File: src/design/rphbm_pkg.sv
`default_nettype none
// ----------------------------------------------------------------------------
// rphbm_pkg: shared types and constants of the peak-hold bar meter
// Level thresholds in 0.01 dBm, input and class codes, and the scaling
// constants used to map a level onto the bar.
// ----------------------------------------------------------------------------
package rphbm_pkg;

	localparam int LEVEL_W = 18;
	localparam int PROD_W  = 22;   // clamped level times segments, plus rounding half

	typedef logic signed [LEVEL_W-1:0] level_t;

	localparam level_t PENDING_LEVEL = -18'sd99900;
	localparam level_t PENDING_LIMIT = -18'sd99800;
	localparam level_t SCALE_MIN     = -18'sd16000;
	localparam level_t CLASS_STRONG  = -18'sd7000;
	localparam level_t CLASS_CLEAR   = -18'sd9000;
	localparam level_t CLASS_WEAK    = -18'sd11000;

	localparam logic [13:0] SCALE_SPAN = 14'd16000;
	localparam logic [12:0] SCALE_HALF = 13'd8000;

	// Division by 16000 is a shift by 7 and then a division by 125, the latter
	// done as a multiply by ceil(2^22 / 125) and a shift by 22 (exact below 59074).
	localparam int             DIV_PRE_SHIFT = 7;
	localparam int             DIV_SHIFT     = 22;
	localparam logic [15:0]    DIV_RECIP     = 16'd33555;

	localparam logic [7:0]  BAR_SEGMENTS_RST = 8'd64;
	localparam logic [15:0] HOLD_TICKS_RST   = 16'd5000;

	typedef enum logic {
		OP_SAMPLE = 1'b0,
		OP_TICK   = 1'b1
	} op_e;

	typedef enum logic {
		REG_BAR_SEGMENTS = 1'b0,
		REG_HOLD_TICKS   = 1'b1
	} reg_index_e;

	typedef enum logic [2:0] {
		CLS_PENDING = 3'd0,
		CLS_NOISE   = 3'd1,
		CLS_WEAK    = 3'd2,
		CLS_CLEAR   = 3'd3,
		CLS_STRONG  = 3'd4
	} level_class_e;

	// Contents of the first pipeline stage for one sample.
	typedef struct packed {
		logic              pending;
		logic              peak_set;
		level_class_e      cls;
		level_t            peak;
		logic [PROD_W-1:0] fill_prod;
		logic [PROD_W-1:0] peak_prod;
	} stage1_t;

endpackage
`default_nettype wire

File: src/design/rphbm_scale.sv
`default_nettype none
// ----------------------------------------------------------------------------
// rphbm_scale: rounded bar product of one level
// Clamps a level to -160..0 dBm, offsets it to 0..16000 and multiplies by the
// segment count, adding half a step so a later division by 16000 rounds.
// ----------------------------------------------------------------------------
module rphbm_scale (
	input  wire rphbm_pkg::level_t               level,
	input  wire logic [7:0]                      segments,
	output logic [rphbm_pkg::PROD_W-1:0]         prod
);
	import rphbm_pkg::*;

	level_t      offset;
	logic [13:0] pos;

	always_comb begin
		offset = level - SCALE_MIN;
		if (level < SCALE_MIN) begin
			pos = 14'd0;
		end else if (level > 18'sd0) begin
			pos = SCALE_SPAN;
		end else begin
			pos = offset[13:0];
		end
		prod = PROD_W'(pos) * PROD_W'(segments) + PROD_W'(SCALE_HALF);
	end

endmodule
`default_nettype wire

File: src/design/rssi_peak_hold_bar_meter_core.sv
`default_nettype none
// ----------------------------------------------------------------------------
// rssi_peak_hold_bar_meter_core: peak-hold signal meter with bar graph output
// One band's level meter: holds a peak with a hold timer and renders each
// sample as a bar fill, a peak marker and a level class.
// ----------------------------------------------------------------------------
// Input words are either samples (op = 0, level in 0.01 dBm) or time ticks
// (op = 1). A tick only advances the hold timer and yields no output word.
// A sample first updates the held peak, which takes the sample when the peak
// is unset, when the sample exceeds it, or when the timer has reached
// hold_ticks; the timer then restarts. Each sample yields one output word with
// the bar fill, the marker position (drawn only at or above the fill), the
// level class and the held peak. Levels at or below -998 dBm are pending.
// The block takes one word per clock cycle unless stalled. A sample's result
// goes through two register stages once accepted: the first holds the rounded
// bar products of the sample and of the peak, the second the quotients by
// 16000, worked out by a constant reciprocal multiply. When the output is
// stalled, the two stages fill and in_ready drops after that. Configuration
// (bar_segments at index 0, hold_ticks at index 1) must be written while the
// block is idle.
// ----------------------------------------------------------------------------
module rssi_peak_hold_bar_meter_core (
	input  wire  logic                clk,
	input  wire  logic                arst_n,
	// configuration write port
	input  wire  logic                cfg_we,
	input  wire  logic                cfg_index,
	input  wire  logic [15:0]         cfg_data,
	// input words
	input  wire  logic                in_valid,
	output logic                      in_ready,
	input  wire  logic                op,
	input  wire  rphbm_pkg::level_t   sample_level,
	// output words
	output logic                      out_valid,
	input  wire  logic                out_ready,
	output logic [7:0]                fill_count,
	output logic                      marker_shown,
	output logic [7:0]                marker_index,
	output logic [2:0]                level_class,
	output rphbm_pkg::level_t         peak_level,
	output logic                      peak_valid
);
	import rphbm_pkg::*;

	// Configuration registers.
	logic [7:0]  bar_segments_q;
	logic [15:0] hold_ticks_q;

	// Meter state.
	level_t      held_peak_q;
	logic [15:0] ticks_q;

	// Pipeline.
	logic        valid_s1;
	stage1_t     data_s1;
	logic        out_valid_q;
	logic [7:0]  fill_s2;
	logic        shown_s2;
	logic [7:0]  index_s2;
	logic [2:0]  class_s2;
	level_t      peak_s2;
	logic        peak_valid_s2;

	logic        out_adv;
	logic        in_acc;
	logic        sample_acc;
	logic        take_peak;
	level_t      new_peak;
	stage1_t     data_n;

	logic [PROD_W-1:0] fill_prod;
	logic [PROD_W-1:0] peak_prod;

	logic [30:0] fill_mul;
	logic [30:0] peak_mul;
	logic [7:0]  fill_q;
	logic [7:0]  peak_q;
	logic [7:0]  fill_n;
	logic [7:0]  index_raw;
	logic        shown_n;
	logic [7:0]  index_n;

	// ---------------------------------------------------------------- handshake
	// The output register moves when it is empty or being taken; stage one
	// moves when it is empty or the output register moves.
	assign out_adv    = !out_valid_q || out_ready;
	assign in_ready   = !valid_s1 || out_adv;
	assign in_acc     = in_valid && in_ready;
	assign sample_acc = in_acc && (op == OP_SAMPLE);

	// ---------------------------------------------------------------- configuration
	always_ff @(posedge clk or negedge arst_n) begin
		if (!arst_n) begin
			bar_segments_q <= BAR_SEGMENTS_RST;
			hold_ticks_q   <= HOLD_TICKS_RST;
		end else if (cfg_we) begin
			case (reg_index_e'(cfg_index))
				REG_BAR_SEGMENTS: bar_segments_q <= cfg_data[7:0];
				REG_HOLD_TICKS:   hold_ticks_q   <= cfg_data;
				default:          ;
			endcase
		end
	end

	// ---------------------------------------------------------------- peak hold
	// The peak is replaced when it is unset, beaten, or its hold has expired.
	always_comb begin
		take_peak = (held_peak_q <= PENDING_LIMIT) || (sample_level > held_peak_q) ||
			(ticks_q >= hold_ticks_q);
		new_peak  = take_peak ? sample_level : held_peak_q;
	end

	always_ff @(posedge clk or negedge arst_n) begin
		if (!arst_n) begin
			held_peak_q <= PENDING_LEVEL;
			ticks_q     <= 16'd0;
		end else if (in_acc) begin
			if (op == OP_TICK) begin
				if (ticks_q != 16'hFFFF) begin
					ticks_q <= ticks_q + 16'd1;
				end
			end else if (take_peak) begin
				held_peak_q <= sample_level;
				ticks_q     <= 16'd0;
			end
		end
	end

	// ---------------------------------------------------------------- stage one
	rphbm_scale u_fill_scale (
		.level    (sample_level),
		.segments (bar_segments_q),
		.prod     (fill_prod)
	);

	rphbm_scale u_peak_scale (
		.level    (new_peak),
		.segments (bar_segments_q),
		.prod     (peak_prod)
	);

	always_comb begin
		data_n.pending   = (sample_level <= PENDING_LIMIT);
		data_n.peak_set  = (new_peak > PENDING_LIMIT);
		data_n.peak      = new_peak;
		data_n.fill_prod = fill_prod;
		data_n.peak_prod = peak_prod;
		if (sample_level <= PENDING_LIMIT) begin
			data_n.cls = CLS_PENDING;
		end else if (sample_level >= CLASS_STRONG) begin
			data_n.cls = CLS_STRONG;
		end else if (sample_level >= CLASS_CLEAR) begin
			data_n.cls = CLS_CLEAR;
		end else if (sample_level >= CLASS_WEAK) begin
			data_n.cls = CLS_WEAK;
		end else begin
			data_n.cls = CLS_NOISE;
		end
	end

	always_ff @(posedge clk or negedge arst_n) begin
		if (!arst_n) begin
			valid_s1 <= 1'b0;
		end else if (in_ready) begin
			valid_s1 <= sample_acc;
		end
	end

	always_ff @(posedge clk) begin
		if (sample_acc) begin
			data_s1 <= data_n;
		end
	end

	// ---------------------------------------------------------------- stage two
	// Quotient by 16000: drop seven bits, then multiply by the reciprocal of 125.
	always_comb begin
		fill_mul = 31'(data_s1.fill_prod[PROD_W-1:DIV_PRE_SHIFT]) * 31'(DIV_RECIP);
		peak_mul = 31'(data_s1.peak_prod[PROD_W-1:DIV_PRE_SHIFT]) * 31'(DIV_RECIP);
		fill_q   = fill_mul[DIV_SHIFT+7:DIV_SHIFT];
		peak_q   = peak_mul[DIV_SHIFT+7:DIV_SHIFT];

		if (data_s1.pending) begin
			fill_n = 8'd0;
		end else if (fill_q > bar_segments_q) begin
			fill_n = bar_segments_q;
		end else begin
			fill_n = fill_q;
		end

		// A peak at full scale sits on the last segment.
		index_raw = (peak_q >= bar_segments_q) ? (bar_segments_q - 8'd1) : peak_q;
		shown_n   = data_s1.peak_set && !data_s1.pending && (bar_segments_q != 8'd0) &&
			(index_raw >= fill_n);
		index_n   = shown_n ? index_raw : 8'd0;
	end

	always_ff @(posedge clk or negedge arst_n) begin
		if (!arst_n) begin
			out_valid_q <= 1'b0;
		end else if (out_adv) begin
			out_valid_q <= valid_s1;
		end
	end

	always_ff @(posedge clk) begin
		if (out_adv && valid_s1) begin
			fill_s2       <= fill_n;
			shown_s2      <= shown_n;
			index_s2      <= index_n;
			class_s2      <= data_s1.cls;
			peak_s2       <= data_s1.peak;
			peak_valid_s2 <= data_s1.peak_set;
		end
	end

	assign out_valid    = out_valid_q;
	assign fill_count   = fill_s2;
	assign marker_shown = shown_s2;
	assign marker_index = index_s2;
	assign level_class  = class_s2;
	assign peak_level   = peak_s2;
	assign peak_valid   = peak_valid_s2;

	// ---------------------------------------------------------------- assertions
	a_peak_valid_match: assert property (@(posedge clk) disable iff (!arst_n)
		out_valid_q |-> (peak_valid_s2 == (peak_s2 > PENDING_LIMIT)))
		else $error("peak_valid disagrees with the delivered peak level");

	a_marker_position: assert property (@(posedge clk) disable iff (!arst_n)
		(out_valid_q && shown_s2) |-> ((index_s2 >= fill_s2) && (index_s2 < bar_segments_q)))
		else $error("shown marker lies below the fill or beyond the bar");

	a_marker_hidden_zero: assert property (@(posedge clk) disable iff (!arst_n)
		(out_valid_q && !shown_s2) |-> (index_s2 == 8'd0))
		else $error("hidden marker carries a nonzero index");

	a_pending_empty: assert property (@(posedge clk) disable iff (!arst_n)
		(out_valid_q && (class_s2 == CLS_PENDING)) |-> ((fill_s2 == 8'd0) && !shown_s2))
		else $error("pending sample drew a bar or a marker");

	a_peak_beaten: assert property (@(posedge clk) disable iff (!arst_n)
		(sample_acc && (sample_level > held_peak_q)) |=>
			((held_peak_q == $past(sample_level)) && (ticks_q == 16'd0)))
		else $error("higher sample did not replace the held peak");

endmodule
`default_nettype wire
File: config.mk
export PLATFORM = sky130hd
export DESIGN_NAME = rssi_peak_hold_bar_meter_core
export DESIGN_NICKNAME = d
export VERILOG_FILES = /design/src/design/rphbm_pkg.sv /design/src/design/rphbm_scale.sv /design/src/design/rssi_peak_hold_bar_meter_core.sv
export SDC_FILE = /design/constraint.sdc
export NUM_CORES = 1
export LEC_CHECK = 0
export ABC_AREA = 1
export BUFFER_PORTS_ARGS = -buffer_cell sky130_fd_sc_hd__buf_2
export CAP_MARGIN = 10
export CORE_MARGIN = 8
export CORE_UTILIZATION = 45
export DETAILED_ROUTE_END_ITERATION = 12
export PLACE_DENSITY = 0.71
export RECOVER_POWER = 25
export SLEW_MARGIN = 5
export SYNTH_ARGS = -nofsm -noshare
export SYNTH_HDL_FRONTEND = slang
export SYNTH_HIERARCHICAL = 1
export SYNTH_SLANG_ARGS = --single-unit
File: constraint.sdc
create_clock -name clk -period 8.3 [get_ports clk]
set_clock_uncertainty 0.15 [all_clocks]
set_input_delay 0.83 -clock clk [delete_from_list [all_inputs] [get_ports clk]]
set_output_delay 0.83 -clock clk [all_outputs]
set_load 0.02 [all_outputs]
==> results by stage, run 1 <==
Drt:
- After detailed routing, the number of remaining DRC violations is 0.
- The final layout contains routed wiring with a total length of 53,300 um.
- The detailed router placed 17.9k vias in this run.
- In the final routed layout, each cell accounts on average for 15.6 um.
- The initial detailed-routing violation count is 1,367.
- Once detail routing completed, the nets flagged for antenna violations numbered 0.
- The detailed-routing iteration count for the pre-antenna-repair pass is 6.
- The number of vias per cell after detailed routing is 5.24.

Setup path:
- The type of origin of the critical path is a flip-flop.
- The critical path startpoint is data_s1[20].
- In this design, the stage delay of the slowest critical-path cell is 0.52 ns.
- Data on the critical path is required at its endpoint by 8.35 ns.
- The endpoint of the most critical register-to-register path is marker_index[2].
- Counting cells, the worst reg-to-reg path comes to 36.
- For the worst setup path, the data arrival time is 7.84 ns.
- The worst register-to-register path begins at data_s1[20].
- The slowest stage of the critical path is the sky130_fd_sc_hd__fa_1 cell.
- The peak fanout along the critical path is 13.
- The critical path endpoint category is a flip-flop.
- The class of the most critical setup path is flip-flop to flip-flop.
- The worst setup slack for register-to-register paths is 0.51 ns.
- The cell that appears most often on the critical path is sky130_fd_sc_hd__inv_1.
- The most critical setup path has its endpoint at marker_index[2].

Outcome:
- The run finished, with violations left.
- The final reports fail on max-capacitance violations, max-slew violations.

Clocking:
- The H-tree depth reported by CTS is 4.
- The TritonCTS clock tree is done.
- The later pin in the worst-skew pair is clocked with a latency of 0.46 ns.
- The tree is rooted in a sky130_fd_sc_hd__clkbuf_16.
- The clock drives 152 sinks.
- In this run the deepest clock path goes through 2 buffers.
- The number of buffers created by CTS is 17.
- The post-CTS clock slew at the launch and capture registers of the worst setup and hold paths is 0.07 ns.

Cells and area:
- Of the cells placed in the final design, the portion with a size suffix greater than 1 is 7.53%.
- The antenna cell count is 0.
- The final cell utilization of the core is 49.0%.
- The layout overhead on the synthesized area is 7.94%.
- In the final design database the tool counted 3,389 nets.

STA:
- After routing, the total negative slack on setup checks comes to 0 ns.
- The final period utilization is 93.8%.
- Final hold analysis gives a worst-case slack of 0.272 ns.
- At the pin with the least slew margin, the transition time is 3.17 ns.
- The hold violation total from the final report was 0.
- The headroom to the max-slew limit is -111%.
- The smallest setup slack after layout is 0.514 ns.
- For the finished layout, the period the worst path requires is 7.79 ns.
- The achievable frequency is 128 MHz.
- The final setup violation count is 0.
- The number of pins exceeding their max-slew limit in the final report came to 61.

Min path:
- The startpoint of the most critical hold path is data_s1[52].
- The min-delay analysis places its worst path in the category flip-flop to flip-flop.
- The worst hold path passes through 0 cells.

Synth:
- In the synthesized netlist, the number of instances is 2,673.
- The number of nets handed over by synthesis was 3,314.
- The count of warnings emitted by yosys is 6.
- The average footprint of a synthesized cell is 8.28 sq um.
- The total standard cell area after synthesis is 0.0221 sq mm.

GRT:
- The number of global-route vias before repair is 18.2k.
- The pin count of the biggest net entering global routing is 65.
- The first global-routing pass estimated 89,300 um of wire.
- The initial antenna violation count is 0.
- Global routing consumed, over all layers together, 19.2% of the routing resources.
- The total overflow left after global routing is 0.

Placed design:
- The placed wire-length estimate is 43,500 um.
- The number of port buffers is 81.
- Routability-driven placement finished with a final weighted congestion of 0.920.
- The worst setup slack before clock tree synthesis is 0.303 ns.

Floorplan:
- The core region is 0.0487 sq mm.
- The initial utilization of the core area, before any placement, comes to 45.4%.
- The die covers 0.0565 sq mm.
- The number of top-level pins is 82.
- The floorplan has 81 rows.
- From bottom edge to top edge, the die measures 238 um.
- The die is 238 um wide.

Flow run:
- Max-cap violations in this run came to 1.
-- worst max-delay path, delay by kind of cell, from the launching register on --
| family | cells | cell delay (ns) |
|---|---|---|
| and+or+nand+nor | 11 | 1.43 |
| DFF | 1 | 0.47 |
| adders and majority gates | 9 | 3.55 |
| AOI/OAI and AO/OA | 9 | 1.43 |
| buffers and inverters | 7 | 0.51 |
-- flip-flops by register name, indices dropped and copies added (netlist names) --
| name | count |
|---|---|
| data_s1 | 53 |
| bar_segments_q | 8 |
| ticks_q | 16 |
| level_class | 3 |
| held_peak_q | 18 |
| hold_ticks_q | 16 |
| out_valid | 1 |
| valid_s1 | 1 |
| marker_index | 8 |
| marker_shown | 1 |
| fill_count | 8 |
| peak_level | 18 |
| peak_valid | 1 |
-- area by class of cell --
class	instances	area, sq um
fill	4567	24900
multi-input combinational	1878	15400
sequential	152	4280
inverter	600	2250
tap	664	831
timing repair buffer	99	549
clock buffer	17	425
clock inverter	15	171
-- placed cells by master, fill, tap and decap left out, drive strengths merged --
cell type	n
a211oi	5
a21o	6
a21oi	128
a221oi	1
a31oi	2
a41o	1
a41oi	2
and2	3
and3	3
buf	98
clkbuf	18
clkinv	15
dfrtp	45
dfstp	15
edfxtp	92
fa	216
ha	384
inv	600
nand2	442
nand3	131
nand3b	3
nand4	101
nor2	245
nor3	36
nor4	3
o2111ai	1
o211ai	4
o21a	4
o21ai	93
o21bai	7
o31ai	4
or2	11
xnor2	12
xor2	30
-- worst min-delay path by stage --
stage                          end  slack [ns]
finish               peak_level[8]        0.27
global route        level_class[0]        0.28
CTS                 level_class[0]        0.28
detailed placement  level_class[0]        0.26
global placement     peak_level[3]        0.25
floorplan           level_class[0]        0.25
-- stage by stage --
| step | instances | area [sq um] |
|---|---|---|
| floorplan | 2673 | 22100 |
| global placement | 3387 | 23200 |
| detailed placement | 3387 | 23200 |
| CTS | 3419 | 23800 |
| global route | 3425 | 23900 |
| finish | 3425 | 23900 |
-- per-layer routing --
layer  vias up  GRT usage (%)  share of wire, %
met5         -              0                 0
met4         0           5.86               2.2
met3        67           3.52               6.5
met2       565           31.4                46
met1      8584           25.7                45
li1       8725              -                 -
-- timing repair --
item / in CTS / in global routing
setup endpoints to repair: 0 / 12
hold buffers: 0 / 0
setup buffers: 0 / 6
resized for setup: 0 / 6
Power of run 1 is left out: the tool's default activity adds up to more than one toggle a clock period on the data nets, which glitch-free logic cannot reach.
==> run 2: changes to the inputs <==
- CORE_ASPECT_RATIO: not set -> 1.75
==> run 2 against run 1 <==
Against the previous run:
- the run still ends with max-capacitance violations, max-slew violations left
- register-to-register slack better by 0.04 ns
- first-iteration DRC count decreased by 31%
- maximum frequency rose by 0.51%
- final area grew 0.38%
- via count is 1.3% higher
- sequential cell count unchanged
- non-clock buffer count up 15
- utilization up 0.34 points
- count of clock-buffer cells in the layout grew 1
- sequential share of layout area is 0.067 points lower
==> results by stage, run 2 (synthesis results as in run 1) <==
Floorplan:
- The effective utilization at floorplan came to 45.5% (+0.14 points).
- The die outline area is 0.0568 sq mm (+0.49%).
- The placeable core region is 0.0486 sq mm (-0.31%).
- The number of top-level pins came to 82 (unchanged).
- The total number of placement rows was 107 (+32%).
- The width of the die is 184 um (-23%).
- The vertical die dimension was 309 um (+30%).

Setup path:
- The cell that appears most often on the critical path is sky130_fd_sc_hd__inv_1.
- The data required time at the worst endpoint is 8.36 ns (about the same).
- The arrival time reported for the critical path endpoint was 7.80 ns (-0.04 ns).
- The worst setup slack for register-to-register paths is 0.55 ns (+0.04 ns).
- The cell count of the worst reg-to-reg path came to 36 (unchanged).
- The peak fanout along the critical path is 13 (unchanged).
- The critical path startpoint is data_s1[21].
- The endpoint of the most critical register-to-register path is marker_index[2].
- The startpoint identified for the worst register-to-register timing path is data_s1[21].
- The largest individual stage delay along the critical path comes from the cell sky130_fd_sc_hd__fa_1.
- The kind of cell with the highest combined delay along the critical path is adder cells.
- The largest incremental delay on the critical path is 0.52 ns (about the same).
- The number of buffer and inverter instances along the worst setup path is 7 (unchanged).
- The critical path in this run is classified as flip-flop to flip-flop.
- STA classifies the critical path startpoint as a flip-flop.
- STA classifies the critical path endpoint as a flip-flop.

Clocking:
- The later-pin clock latency in the skew report is 0.46 ns (about the same).
- The post-CTS clock slew at the launch and capture registers of the worst setup and hold paths is 0.08 ns (about the same).
- The number of buffers created by CTS is 17 (unchanged).
- The TritonCTS clock tree is done.
- The clock sink total was 152 (unchanged).
- The H-tree depth reported by CTS came to 4 (unchanged).
- The buffer depth of the longest clock path came to 2 (unchanged).
- The root buffer cell chosen for the clock tree is sky130_fd_sc_hd__clkbuf_16.

Placed design:
- The placed wire-length estimate is 46,500 um (+6.9%).
- The routability congestion estimate is 0.943 (+2.5%).
- The number of port buffers is 81 (unchanged).

Drt:
- The total via count in the routed design is 18.2k (+1.3%).
- The number of antenna-violating nets in the routed design is 0 (unchanged).
- The number of vias per cell after detailed routing was 5.30 (+1.2%).
- The remaining routing DRC violations came to 0 (unchanged).
- The post-detailed-routing wire length came to 56,600 um (+6.1%).
- The initial detailed-routing violation count was 950 (-31%).
- The routed wirelength normalized by instance count is 16.5 um (+6.0%).
- The detailed-routing iteration count for the pre-antenna-repair pass was 9 (+3).

GRT:
- The leftover overflow at the end of global routing was 0 (unchanged).
- The first-pass GRT wire length is 93,700 um (+4.9%).
- The initial antenna violation count is 0 (unchanged).
- The total global-route track usage is 20.7% (+1.4 points).
- The number of global-route vias before repair was 19.7k (+7.9%).
- The pin count of the biggest net entering global routing is 64 (-1.5%).

Outcome:
- The checks that failed: max-capacitance violations, max-slew violations.
- The flow ran to the end, but the final reports show violations.

STA:
- The hold violation total from the final report is 0 (unchanged).
- The headroom to the max-slew limit is -116% (-5.1 points).
- The slew of the pin with the lowest slew margin was 3.25 ns (+0.0760 ns).
- The final setup violation count is 0 (unchanged).
- The final period utilization is 93.3% (-0.48 points).
- The number of pins exceeding their max-slew limit in the final report is 61 (unchanged).
- The final critical-path required period came to 7.75 ns (-0.0395 ns).
- The achievable frequency is 129 MHz (+0.51%).

Min path:
- The worst hold path begins at data_s1[44].
- The terminating pin of the worst hold path is peak_level[0].
- The class of the tightest hold or removal check is flip-flop to flip-flop.
- The count of cells along the worst hold path is 0 (unchanged).

Cells and area:
- The fraction of final layout cells sized beyond drive strength 1 is 8.00% (+0.46 points).
- The register with the most flip-flops is data_s1.
- The number of nets in the layout is 3,404 (+0.44%).
- In the layout the commonest cells are sky130_fd_sc_hd__inv_1, sky130_fd_sc_hd__nand2_1, sky130_fd_sc_hd__ha_1.
- The layout overhead on the synthesized area is 8.34%.
- The final cell utilization of the core is 49.3% (+0.34 points).
- The final-layout fill cell count is 4,593 (+0.57%).
- The antenna cell count was 0 (unchanged).
- The flip-flop count of the largest register, all copies and words added is 53 (unchanged).
- The most common library cell in the layout ignoring fill and taps is sky130_fd_sc_hd__inv_1.

Flow run:
- The number of max-capacitance violations reported is 1 (unchanged).
==> run 2: metrics by stage <==
| stage | setup TNS (ns) | setup WS, ns | area, sq um | instances | hold WS [ns] |
|---|---|---|---|---|---|
| 3_3_place_gp | 0 | 0.394 | 23300 | 3392 | 0.255 |
| 3_5_place_dp | 0 | 0.326 | 23300 | 3392 | 0.257 |
| 4_1_cts | 0 | 0.294 | 23900 | 3424 | 0.274 |
| 6_report | 0 | 0.554 | 24000 | 3430 | 0.271 |
| 2_1_floorplan | 0 | 0.962 | 22100 | 2673 | 0.250 |
| 5_1_grt | -0.0537 | -0.0537 | 24000 | 3430 | 0.284 |
==> run 2: area by class of cell <==
class                      instances  area, sq um  area share, %
clock buffer                      18          439           1.83
clock inverter                    14          151          0.631
inverter                         600         2250           9.39
multi-input combinational       1878        15400           64.1
sequential                       152         4280           17.9
tap                              654          818           3.41
timing repair buffer             114          661           2.76
==> run 2: worst max path at each step <==
stage	end	slack [ns]	cells past startpoint
floorplan	marker_index[2]	0.96	37
global placement	marker_index[2]	0.39	37
detailed placement	marker_index[2]	0.33	36
CTS	marker_index[2]	0.29	37
global route	marker_index[2]	-0.05	39
finish	marker_index[2]	0.55	36
==> run 2: timing repair <==
| action | in CTS | in global routing |
|---|---|---|
| buffers inserted | 0 | 6 |
| endpoints found under the hold margin | 0 | 0 |
| setup endpoints to repair | 0 | 9 |
| resized for setup | 0 | 7 |
| hold buffers | 0 | 0 |
==> run 2: layer usage <==
layer	wire length [um]	vias up	track usage (%)
met5	0	-	0
li1	-	8750	-
met4	3120	0	12.3
met2	30000	539	39.6
met1	20900	8712	20.8
met3	2520	175	2.83
Power of run 2 is left out for the same reason.
